===== src/hw/rtl/assert_macros.svh =====
// Assertion macros shared by the codec RTL.
// Needs clk_i and rst_ni in the scope that uses them.
`ifndef ASSERT_MACROS_SVH
`define ASSERT_MACROS_SVH

// Checked on every clock edge outside reset.
`define BSFC_ASSERT(lbl, prop, msg) \
  lbl: assert property (@(posedge clk_i) disable iff (!rst_ni) prop) else $error(msg);

// Checked on every clock edge, reset included.
`define BSFC_ASSERT_ALWAYS(lbl, prop, msg) \
  lbl: assert property (@(posedge clk_i) prop) else $error(msg);

`endif


===== src/hw/rtl/bsfc_pkg.sv =====
// Package for the byte stuffing frame codec: codes, result plan type, helpers.
// No dependencies.
`timescale 1ns / 1ps

package bsfc_pkg;

  localparam logic [7:0] ESC_BYTE   = 8'd255;
  localparam logic [7:0] START_CODE = 8'd0;
  localparam logic [7:0] END_CODE   = 8'd1;

  localparam logic [15:0] RX_LIMIT_RESET = 16'd4096;
  localparam logic [15:0] TX_LIMIT_RESET = 16'd2048;

  localparam int unsigned BSFC_QUEUE_DEPTH = 4;

  localparam logic MODE_ENCODE = 1'b0;
  localparam logic MODE_DECODE = 1'b1;

  localparam logic REG_RX_LIMIT = 1'b0;
  localparam logic REG_TX_LIMIT = 1'b1;

  typedef enum logic [2:0] {
    KIND_LINE  = 3'd0,
    KIND_DATA  = 3'd1,
    KIND_START = 3'd2,
    KIND_END   = 3'd3,
    KIND_ERROR = 3'd4
  } kind_e;

  // Result slots, emitted lowest first.
  localparam int unsigned NUM_SLOTS     = 6;
  localparam int unsigned SLOT_HEAD_ESC = 0;
  localparam int unsigned SLOT_HEAD_SOF = 1;
  localparam int unsigned SLOT_MAIN     = 2;
  localparam int unsigned SLOT_EXTRA    = 3;
  localparam int unsigned SLOT_TAIL_ESC = 4;
  localparam int unsigned SLOT_TAIL_EOF = 5;

  typedef struct packed {
    logic [NUM_SLOTS-1:0] mask;
    logic [7:0]           main_byte;
    kind_e                main_kind;
    logic [15:0]          main_len;
    logic                 extra_err;
  } plan_t;

  function automatic logic [15:0] sat_inc(input logic [15:0] v);
    sat_inc = (v == 16'hFFFF) ? v : v + 16'd1;
  endfunction

endpackage


===== src/hw/rtl/bsfc_front.sv =====
// Front end: accepts input transactions, updates codec state, builds result plans.
// Depends on bsfc_pkg.
`timescale 1ns / 1ps

module bsfc_front import bsfc_pkg::*; (
  input  logic        clk_i,
  input  logic        rst_ni,
  input  logic        in_valid_i,
  output logic        in_ready_o,
  input  logic        mode_i,
  input  logic [7:0]  data_byte_i,
  input  logic        first_byte_i,
  input  logic        last_byte_i,
  input  logic [15:0] rx_limit_i,
  input  logic [15:0] tx_limit_i,
  input  logic        queue_full_i,
  output logic        push_o,
  output plan_t       plan_o
);

  logic        esc_q, esc_d;
  logic [15:0] rx_count_q, rx_count_d;
  logic [15:0] tx_count_q, tx_count_d;
  logic        accept;

  logic [15:0] tx_inc;
  logic [15:0] rx_inc;
  logic        tx_err;
  logic        counted;

  assign in_ready_o = !queue_full_i;
  assign accept     = in_valid_i && in_ready_o;

  always_comb begin
    esc_d      = esc_q;
    rx_count_d = rx_count_q;
    tx_count_d = tx_count_q;
    plan_o     = '0;
    plan_o.main_kind = KIND_LINE;
    counted    = 1'b0;
    tx_inc     = sat_inc(first_byte_i ? 16'd0 : tx_count_q);
    tx_err     = tx_inc > tx_limit_i;
    rx_inc     = sat_inc(rx_count_q);

    if (mode_i == MODE_ENCODE) begin
      plan_o.mask[SLOT_HEAD_ESC] = first_byte_i;
      plan_o.mask[SLOT_HEAD_SOF] = first_byte_i;
      plan_o.mask[SLOT_MAIN]     = 1'b1;
      plan_o.mask[SLOT_EXTRA]    = !tx_err && (data_byte_i == ESC_BYTE);
      plan_o.mask[SLOT_TAIL_ESC] = last_byte_i;
      plan_o.mask[SLOT_TAIL_EOF] = last_byte_i;
      plan_o.main_byte = tx_err ? 8'd0 : data_byte_i;
      plan_o.main_kind = tx_err ? KIND_ERROR : KIND_LINE;
      tx_count_d = last_byte_i ? 16'd0 : tx_inc;
    end else begin
      if (esc_q) begin
        esc_d = 1'b0;
        if (data_byte_i == START_CODE) begin
          rx_count_d = '0;
          plan_o.mask[SLOT_MAIN] = 1'b1;
          plan_o.main_kind = KIND_START;
        end else if (data_byte_i == END_CODE) begin
          plan_o.mask[SLOT_MAIN] = 1'b1;
          plan_o.main_kind = KIND_END;
          plan_o.main_len  = rx_count_q;
        end else begin
          counted = 1'b1;
        end
      end else if (data_byte_i == ESC_BYTE) begin
        esc_d = 1'b1;
      end else begin
        counted = 1'b1;
      end
      if (counted) begin
        plan_o.mask[SLOT_MAIN] = 1'b1;
        plan_o.main_kind = KIND_DATA;
        plan_o.main_byte = data_byte_i;
        if (rx_inc == rx_limit_i) begin
          plan_o.mask[SLOT_EXTRA] = 1'b1;
          plan_o.extra_err = 1'b1;
          rx_count_d = '0;
        end else begin
          rx_count_d = rx_inc;
        end
      end
    end
  end

  assign push_o = accept && (plan_o.mask != '0);

  always_ff @(posedge clk_i or negedge rst_ni) begin
    if (!rst_ni) begin
      esc_q      <= 1'b0;
      rx_count_q <= '0;
      tx_count_q <= '0;
    end else if (accept) begin
      esc_q      <= esc_d;
      rx_count_q <= rx_count_d;
      tx_count_q <= tx_count_d;
    end
  end

endmodule


===== src/hw/rtl/bsfc_queue.sv =====
// Plan queue between front and back end: small register FIFO.
// Depends on bsfc_pkg.
`timescale 1ns / 1ps

module bsfc_queue import bsfc_pkg::*; #(
  parameter int unsigned Depth = BSFC_QUEUE_DEPTH
) (
  input  logic  clk_i,
  input  logic  rst_ni,
  input  logic  push_i,
  input  plan_t push_data_i,
  output logic  full_o,
  input  logic  pop_i,
  output logic  empty_o,
  output plan_t pop_data_o
);

  localparam int unsigned PtrW = $clog2(Depth);
  localparam int unsigned CntW = $clog2(Depth + 1);

  plan_t            mem_q [Depth];
  logic [PtrW-1:0]  wr_ptr_q, rd_ptr_q;
  logic [CntW-1:0]  cnt_q, cnt_d;

  assign full_o     = (cnt_q == CntW'(Depth));
  assign empty_o    = (cnt_q == '0);
  assign pop_data_o = mem_q[rd_ptr_q];

  always_comb begin
    case ({push_i, pop_i})
      2'b10:   cnt_d = cnt_q + 1'b1;
      2'b01:   cnt_d = cnt_q - 1'b1;
      default: cnt_d = cnt_q;
    endcase
  end

  always_ff @(posedge clk_i) begin
    if (push_i) begin
      mem_q[wr_ptr_q] <= push_data_i;
    end
  end

  always_ff @(posedge clk_i or negedge rst_ni) begin
    if (!rst_ni) begin
      wr_ptr_q <= '0;
      rd_ptr_q <= '0;
      cnt_q    <= '0;
    end else begin
      cnt_q <= cnt_d;
      if (push_i) begin
        wr_ptr_q <= (wr_ptr_q == PtrW'(Depth - 1)) ? '0 : wr_ptr_q + 1'b1;
      end
      if (pop_i) begin
        rd_ptr_q <= (rd_ptr_q == PtrW'(Depth - 1)) ? '0 : rd_ptr_q + 1'b1;
      end
    end
  end

endmodule


===== src/hw/rtl/bsfc_back.sv =====
// Back end: walks each plan slot by slot and drives the output register.
// Depends on bsfc_pkg.
`timescale 1ns / 1ps

module bsfc_back import bsfc_pkg::*; (
  input  logic        clk_i,
  input  logic        rst_ni,
  input  logic        queue_empty_i,
  input  plan_t       queue_data_i,
  output logic        pop_o,
  output logic        out_valid_o,
  input  logic        out_ready_i,
  output logic [7:0]  out_byte_o,
  output logic [2:0]  kind_o,
  output logic [15:0] frame_length_o,
  output logic        final_result_o
);

  plan_t                cur_q;
  logic [NUM_SLOTS-1:0] mask_q, mask_d;
  logic [NUM_SLOTS-1:0] lowest, rest;
  logic                 emit;

  logic                 out_valid_q;
  logic [7:0]           out_byte_q, slot_byte;
  kind_e                kind_q, slot_kind;
  logic [15:0]          len_q, slot_len;
  logic                 final_q;

  assign lowest = mask_q & (~mask_q + 1'b1);
  assign rest   = mask_q & ~lowest;
  assign emit   = (mask_q != '0) && (!out_valid_q || out_ready_i);
  assign pop_o  = !queue_empty_i && ((mask_q == '0) || (emit && rest == '0));

  always_comb begin
    slot_byte = ESC_BYTE;
    slot_kind = KIND_LINE;
    slot_len  = '0;
    if (lowest[SLOT_HEAD_SOF]) begin
      slot_byte = START_CODE;
    end else if (lowest[SLOT_MAIN]) begin
      slot_byte = cur_q.main_byte;
      slot_kind = cur_q.main_kind;
      slot_len  = cur_q.main_len;
    end else if (lowest[SLOT_EXTRA] && cur_q.extra_err) begin
      slot_byte = 8'd0;
      slot_kind = KIND_ERROR;
    end else if (lowest[SLOT_TAIL_EOF]) begin
      slot_byte = END_CODE;
    end
  end

  always_comb begin
    mask_d = mask_q;
    if (pop_o) begin
      mask_d = queue_data_i.mask;
    end else if (emit) begin
      mask_d = rest;
    end
  end

  always_ff @(posedge clk_i) begin
    if (pop_o) begin
      cur_q <= queue_data_i;
    end
    if (emit) begin
      out_byte_q <= slot_byte;
      kind_q     <= slot_kind;
      len_q      <= slot_len;
      final_q    <= (rest == '0);
    end
  end

  always_ff @(posedge clk_i or negedge rst_ni) begin
    if (!rst_ni) begin
      mask_q      <= '0;
      out_valid_q <= 1'b0;
    end else begin
      mask_q <= mask_d;
      if (emit) begin
        out_valid_q <= 1'b1;
      end else if (out_ready_i) begin
        out_valid_q <= 1'b0;
      end
    end
  end

  assign out_valid_o    = out_valid_q;
  assign out_byte_o     = out_byte_q;
  assign kind_o         = kind_q;
  assign frame_length_o = len_q;
  assign final_result_o = final_q;

endmodule


===== src/hw/rtl/byte_stuffing_frame_codec.sv =====
// Byte stuffing frame codec. An input transaction is taken in any cycle the
// plan queue (QueueDepth entries) has room, so items can arrive back to back.
// Each item yields 0 to 6 result transactions (1 to 6, 0 for a decoded escape
// byte); the output register sends one result per cycle while out_ready_i does
// not hold it back. The output register and its one-result-per-cycle walk set
// the sustained rate.
// Depends on bsfc_pkg, bsfc_front, bsfc_queue, bsfc_back, assert_macros.svh.
`timescale 1ns / 1ps
`include "assert_macros.svh"

module byte_stuffing_frame_codec import bsfc_pkg::*; #(
  parameter int unsigned QueueDepth = BSFC_QUEUE_DEPTH
) (
  input  logic        clk_i,
  input  logic        rst_ni,
  input  logic        psel,
  input  logic        penable,
  input  logic        pwrite,
  input  logic [2:0]  paddr,
  input  logic [31:0] pwdata,
  output logic [31:0] prdata,
  output logic        pready,
  input  logic        in_valid_i,
  output logic        in_ready_o,
  input  logic        mode_i,
  input  logic [7:0]  data_byte_i,
  input  logic        first_byte_i,
  input  logic        last_byte_i,
  output logic        out_valid_o,
  input  logic        out_ready_i,
  output logic [7:0]  out_byte_o,
  output logic [2:0]  kind_o,
  output logic [15:0] frame_length_o,
  output logic        final_result_o
);

  logic [15:0] rx_limit_q, tx_limit_q;
  logic        reg_sel;
  logic        push, pop, full, empty;
  plan_t       push_plan, pop_plan;

  assign pready  = 1'b1;
  assign reg_sel = paddr[2];
  assign prdata  = {16'd0, (reg_sel == REG_TX_LIMIT) ? tx_limit_q : rx_limit_q};

  always_ff @(posedge clk_i or negedge rst_ni) begin
    if (!rst_ni) begin
      rx_limit_q <= RX_LIMIT_RESET;
      tx_limit_q <= TX_LIMIT_RESET;
    end else if (psel && penable && pwrite && pready) begin
      if (reg_sel == REG_RX_LIMIT) begin
        rx_limit_q <= pwdata[15:0];
      end else begin
        tx_limit_q <= pwdata[15:0];
      end
    end
  end

  bsfc_front u_front (
    .clk_i        (clk_i),
    .rst_ni       (rst_ni),
    .in_valid_i   (in_valid_i),
    .in_ready_o   (in_ready_o),
    .mode_i       (mode_i),
    .data_byte_i  (data_byte_i),
    .first_byte_i (first_byte_i),
    .last_byte_i  (last_byte_i),
    .rx_limit_i   (rx_limit_q),
    .tx_limit_i   (tx_limit_q),
    .queue_full_i (full),
    .push_o       (push),
    .plan_o       (push_plan)
  );

  bsfc_queue #(
    .Depth (QueueDepth)
  ) u_queue (
    .clk_i       (clk_i),
    .rst_ni      (rst_ni),
    .push_i      (push),
    .push_data_i (push_plan),
    .full_o      (full),
    .pop_i       (pop),
    .empty_o     (empty),
    .pop_data_o  (pop_plan)
  );

  bsfc_back u_back (
    .clk_i          (clk_i),
    .rst_ni         (rst_ni),
    .queue_empty_i  (empty),
    .queue_data_i   (pop_plan),
    .pop_o          (pop),
    .out_valid_o    (out_valid_o),
    .out_ready_i    (out_ready_i),
    .out_byte_o     (out_byte_o),
    .kind_o         (kind_o),
    .frame_length_o (frame_length_o),
    .final_result_o (final_result_o)
  );

  `BSFC_ASSERT_ALWAYS(a_no_out_in_reset, !rst_ni |-> !out_valid_o, "output valid in reset")
  `BSFC_ASSERT(a_end_is_final, out_valid_o && kind_o == KIND_END |-> final_result_o, "frame end not final")
  `BSFC_ASSERT(a_len_only_end, out_valid_o && kind_o != KIND_END |-> frame_length_o == 16'd0, "stray frame length")
  `BSFC_ASSERT(a_no_push_full, push |-> !full, "queue overrun")

endmodule

===== config.mk =====
export PLATFORM = sky130hd
export DESIGN_NAME = byte_stuffing_frame_codec
export DESIGN_NICKNAME = d
export VERILOG_FILES = /design/src/hw/rtl/bsfc_pkg.sv /design/src/hw/rtl/bsfc_front.sv /design/src/hw/rtl/bsfc_queue.sv /design/src/hw/rtl/bsfc_back.sv /design/src/hw/rtl/byte_stuffing_frame_codec.sv
export VERILOG_INCLUDE_DIRS = /design/src /design/src/hw/rtl
export SDC_FILE = /design/constraint.sdc
export NUM_CORES = 1
export LEC_CHECK = 0
export ABC_AREA = 1
export BUFFER_PORTS_ARGS = -buffer_cell sky130_fd_sc_hd__buf_2
export CAP_MARGIN = 20
export CORE_AREA = 2 2 161 163
export CTS_CLUSTER_DIAMETER = 120
export DETAILED_ROUTE_END_ITERATION = 8
export DIE_AREA = 0 0 163 165
export PLACE_DENSITY = 0.75
export REMOVE_ABC_BUFFERS = 1
export SYNTH_ARGS = -nofsm -noshare
export SYNTH_HDL_FRONTEND = slang
export SYNTH_SLANG_ARGS = --single-unit

===== constraint.sdc =====
create_clock -name clk_i -period 3.8 [get_ports clk_i]
set_input_delay 0.76 -clock clk_i [delete_from_list [all_inputs] [get_ports clk_i]]
set_output_delay 0.76 -clock clk_i [all_outputs]
set_load 0.01 [all_outputs]

# Word-level counts from Yosys, hierarchy flattened
# Memories as Yosys holds them, arrays and structs flattened.
# Cells that the tools add are included.
# totals
mem_bits_rw,136
reg_bits,135
out_inout_bits,63
input_bits,53
elab_cells,124
n_memories,1
# op_classes
n_eq_ne,10
magnitude_cmp,1
muxes,48
n_bitwise,7
reduce_logical,32
n_addsub,7
# memory_table
name,depth,width,rd,rd_clocked_by_memory_dff,write_ports,line,source
u_queue.mem_q,4,34,1,0,1,bsfc_queue.sv:21,plan_t mem_q [Depth];
# ops
operator,count
$mux 16,10
$add 16x1->16 const B,2
$eq 16x16->1 const B,2
$mux 8,4
$mux 11,2
$mux 19,1
$mux 18,1
$mux 17,1
$eq 16x16->1,1
$gt 16x16->1,1
$mux 1,16
$mux 2,7
$and 6x6->6,2
$logic_not 6->1,2
$mux 6,2
$not 6->6,2
$reduce_bool 6->1,2
$reduce_bool 2->1,5
$logic_and 1x1->1,9
$mux 3,3
$eq 8x1->1 const B,1
$eq 8x8->1 const B,1
$logic_not 8->1,1
$reduce_and 2->1,4
14 further kinds,23

# Logic depth before layout (Yosys ltp)
# logic_depth
depth_word,11
mapped_depth,21
depth_no_buf,21

# Hierarchy
# Synthesis repeated with hierarchy kept, for this count alone.
# unflattened
hier_cells,1435
area_unflattened_um2,13424.1
# modules_own_cells
module,cells_each,area_per_inst_um2,seq_area_each_um2,instances
bsfc_queue,451,5910.7,4259.1,1
bsfc_front,592,3494.6,825.8,1
bsfc_back,179,2388.5,1856.8,1
byte_stuffing_frame_codec,213,1630.3,803.3,1

# Least setup slack after synthesis
# OpenSTA, ideal clock, no wires.
# synth_path
path_type,input to register
from,in first_byte_i
to,mem u_queue.mem_q[0][19] (netlist bit) (data pin)
slack_ps,72
path_stages,19
setup_ps,272
arrival_time_ps,3456
t_required_ps,3528
path_cell_list,clkbuf_1 > nor2_1 > ha_1 > nand3_1 > nor2_1 > nand2_1 > nor2_1 > inv_1 > clkbuf_1 > nand2_1 > ha_1 > nand2_1 > inv_1 > a221oi_1 > nor2_1 > o21ai_0 > nand2_1 > nand3_1 > inv_1
# synth_lines
element,line,source
from (decl),byte_stuffing_frame_codec.sv:27,"input logic first_byte_i,"
to (decl),bsfc_queue.sv:21,

==> flow_metrics.py <==
metrics = {
    "synthesis": {
        "synth.distinct_cells": 39,
        "ys_top_cells_by_area": "edfxtp_1, dfrtp_1, nand2_1",
        "synth_xor_area_frac": 0.01548,
        "synth-seq-cells": 263,
        "synthArstFlopShare": 0.3004,
        "syn_area_per_cell_um2": 9.464,
        "synthesis.area_um2": 12370,
        "synth_adder_area_share": 0.02590,
        "synth_compound_area_frac": 0.09114,
        "synth_top_family_by_area": "simple AND/OR/NAND/NOR gates",
        "synthCells": 1307,
        "synth_seq_area_share": 0.6067,
        "synth-edff-count": 184,
        "synth.largest_area_cell": "edfxtp_1",
        "synthMuxAreaShare": 0,
        "ys.flop_type": "edfxtp_1",
        "ys_warn_count": 0,
        "synthSimpleGateAreaFrac": 0.1818,
        "netlist.area_leader.share": 0.4467,
    },
    "cts": {
        "cts_max_path_buffers": 3,
        "clk_latency_ns": 0.56,
        "cts_root_buffer": "clkbuf_16",
        "cts_resized": 0,
        "cts_tree": "built",
        "cts.htree.levels": 1,
        "cts_sinks": 263,
        "cts_hold_buf": 0,
        "cts_inserted_buffers": 28,
        "cts_setup_buffers": 0,
        "clk_pin_slew_ns": 0.06,
    },
    "timing": {
        "finClkSkew_ns": 0.01667,
        "tightest_slew_ns": 1.002,
        "post-route-period-util": 0.8757,
        "slew_violations": 0,
        "hold_viol_final": 0,
        "fmax_ghz": 0.3005,
        "rsz0062_at_grt": "no",
        "relSlewSlack": 0.3306,
        "setup_viol": 0,
        "period_minus_slack_ns": 3.328,
        "setup_ws_ns": 0.4722,
    },
    "route": {
        "drcViolationCount": 0,
        "vias_per_cell": 5.098,
        "ant_nets": 0,
        "wl_per_cell_um": 15.07,
        "drtPass1Iterations": 5,
        "via_count": 9023,
        "drt-initial-drc-count": 772,
        "routed_wl_um": 26680,
    },
    "worst_setup_path": {
        "critical_path.max_fanout": 8,
        "critPathSlowestCell": "o21ai_0",
        "path_buf_inv": 6,
        "cpPeakStageDelay_ns": 0.26,
        "worstSetupPathType": "primary input to register",
        "cp.arrival_ns": 3.74,
        "path_cells": "buf_2 -> nor2_1 -> ha_1 -> nand3_1 -> nor2_1 -> buf_4 -> nand3_1 -> nor2_1 -> nand2_1 -> nand3_1 -> o21ai_0 -> inv_1 -> ha_1 -> nand2_1 -> inv_1 -> a221oi_1 -> nor2_1 -> o21ai_0 -> nand2_1 -> nand3_1 -> buf_4 -> nand2_1 -> inv_1",
        "cp-end-kind": "register",
        "crit_family": "simple AND/OR/NAND/NOR gates",
        "crit_path_start_kind": "primary input",
        "crit_required_ns": 4.21,
    },
    "floorplanning": {
        "die_h_um": 165,
        "row_count": 58,
        "initial_core_util": 0.4941,
        "die_area_um2": 26900,
        "core_area_um2": 25040,
        "boundaryPins": 116,
        "chipWidth_um": 163,
    },
    "grt": {
        "antenna_found_initial": 0,
        "grtUsageTotal": 0.2039,
        "grt_pass1_vias": 8721,
        "grt_pass1_wl_um": 43470,
        "grt_overflow_total": 0,
        "grt_max_degree": 80,
    },
    "power": {
        "p_int_mw": 6.441,
        "p_leak_nw": 6.265,
        "pwr-share-clk": 0.290,
        "powerDensity_nw_per_um2": 670.9,
        "p_sw_frac": 0.3280,
        "ir_drop_uv": 355.9,
        "pwr-share-seq": 0.445,
        "pwr-share-comb": 0.265,
        "switchingPower_mw": 3.143,
    },
    "finish": {
        "syn_to_final_growth_pct": 15.49,
        "diodes": 0,
        "stdcell_area_um2": 14290,
        "fillers": 2180,
        "nNetsFinal": 1496,
        "drive_above_1_share": 0.1382,
    },
    "place": {
        "port_buffers": 80,
        "placed_cell_area_um2": 13280,
        "place_hpwl_um": 17200,
        "place.gp.congestion": 0.8483,
        "place_ws_ns": -0.06332,
    },
    "hold_path": {
        "hp-class": "primary input to async pin",
    },
    "run_status": {
        "outcome": "finished clean",
    },
    "job": {
        "drv_cap": 0,
    },
}
==> state kept, by name (all words and copies together), names as in the netlist, 6 cells and up <==
name / cells
u_back.out_byte_o: 8
u_back.cur_q: 28
u_front.rx_count_q: 16
tx_limit_q: 16
u_back.frame_length_o: 16
u_back.mask_q: 6
u_front.tx_count_q: 16
u_queue.mem_q: 128
rx_limit_q: 16
==> synth_stat cells, types with 2 or more instances <==
master,n
clkbuf_1,37
inv_1,174
o21ai_0,145
buf_6,2
nor3_1,12
nand2_2,6
xnor2_1,6
buf_1,3
dfrtp_1,77
o211ai_1,2
nor2_2,5
nand4_1,14
edfxtp_1,184
dfstp_2,2
or2_2,3
buf_4,17
o22ai_1,37
nor4_1,3
nor2_1,189
a31oi_1,5
inv_2,3
ha_1,24
a21oi_1,20
xor2_1,14
nand3_1,37
nand3_2,2
conb_1,2
nand2_1,271
==> final timing paths <==
check                                                  startpoint                        endpoint  slack [ns]  cells after the start
min in group clk_i                                     pwdata[11]      tx_limit_q[11]$_DFFE_PN1P_        0.47                      3
max in group asynchronous                                  rst_ni      tx_limit_q[11]$_DFFE_PN1P_        2.99                      2
worst max register to register  u_front.tx_count_q[1]$_DFFE_PN0P_  u_queue.mem_q[1][25]$_DFFE_PP_        0.51                     22
worst max-delay path                                 first_byte_i  u_queue.mem_q[1][25]$_DFFE_PP_        0.47                     23
worst min-delay path                                       rst_ni    u_queue.cnt_q[1]$_DFFE_PN0P_        0.15                      1
worst min register to register         rx_limit_q[13]$_DFFE_PN0P_      rx_limit_q[13]$_DFFE_PN0P_        0.49                      2
==> logic make-up after synthesis <==
| logic type | count (synthesis) |
|---|---|
| other | 2 |
| flip-flops | 263 |
| adder cells (fa/ha/maj) | 25 |
| XOR/XNOR | 21 |
| AO/OA/AOI/OAI | 212 |
| buffers and inverters | 237 |
| AND/OR/NAND/NOR | 547 |
==> routing by layer <==
| layer | vias up | routed length (um) | share of wire | global-route usage |
|---|---|---|---|---|
| li1 | 4489 | - | - | - |
| met1 | 4238 | 11970 | 0.45 | 0.2762 |
| met2 | 255 | 12610 | 0.47 | 0.3459 |
| met3 | 41 | 1472 | 0.055 | 0.02813 |
| met4 | 0 | 623 | 0.023 | 0.05792 |
| met5 | - | 0 | 0 | 0 |
==> cells in the final DEF (no fill, tap or decap), types with 2 or more instances in the layout <==
cell type     n
nand2_1     271
nor2_1      185
edfxtp_1    184
inv_1       174
o21ai_0     145
buf_2        79
dfrtp_1      77
buf_4        45
nand3_1      37
o22ai_1      37
clkbuf_16    28
ha_1         24
a21oi_1      20
conb_1       17
nand4_1      14
xor2_1       14
nor3_1       12
nor2_2        9
xnor2_1       6
nand2_2       6
clkinv_2      6
a31oi_1       5
clkinv_1      5
bufinv_16     4
nor4_1        3
or2_2         3
inv_2         3
clkbuf_1      3
clkinvlp_4    3
o211ai_1      2
nand3_2       2
buf_16        2
dfstp_2       2
==> cell type report <==
class                      count  area (um2)  area share
clock buffer                  31       711.9     0.04984
clock inverter                21       241.5     0.01690
inverter                     177       664.4     0.04651
multi-input combinational    822        3961      0.2773
sequential                   263        7505      0.5254
tap                          330       412.9     0.02890
timing repair buffer         126       788.3     0.05518
==> stage by stage <==
| step | TNS [ns] | std cells | util | power (mW) | hold slack (ns) |
|---|---|---|---|---|---|
| final | 0 | 1770 | 0.5706 | 9.584 | 0.1514 |
| after global routing | 0 | 1770 | 0.5706 | 10.18 | 0.1702 |
| after CTS | 0 | 1768 | 0.5684 | 9.632 | 0.4431 |
| after detailed placement | -1.476 | 1716 | 0.5303 | 6.831 | 0.4731 |
| after global placement | -0.4782 | 1716 | 0.5303 | 6.723 | 0.4680 |
| after floorplan | 0 | 1262 | - | 5.900 | 0.4530 |
==> power by group through the flow <==
stage | logic [mW] | clock network (mW) | registers, mW
after floorplan | 1.49 | 0 | 4.41
after global placement | 2.43 | 0 | 4.29
after detailed placement | 2.52 | 0 | 4.31
after CTS | 2.54 | 2.83 | 4.26
after global routing | 2.90 | 2.96 | 4.32
final | 2.54 | 2.78 | 4.26
Power figures use the tool's default switching activity.
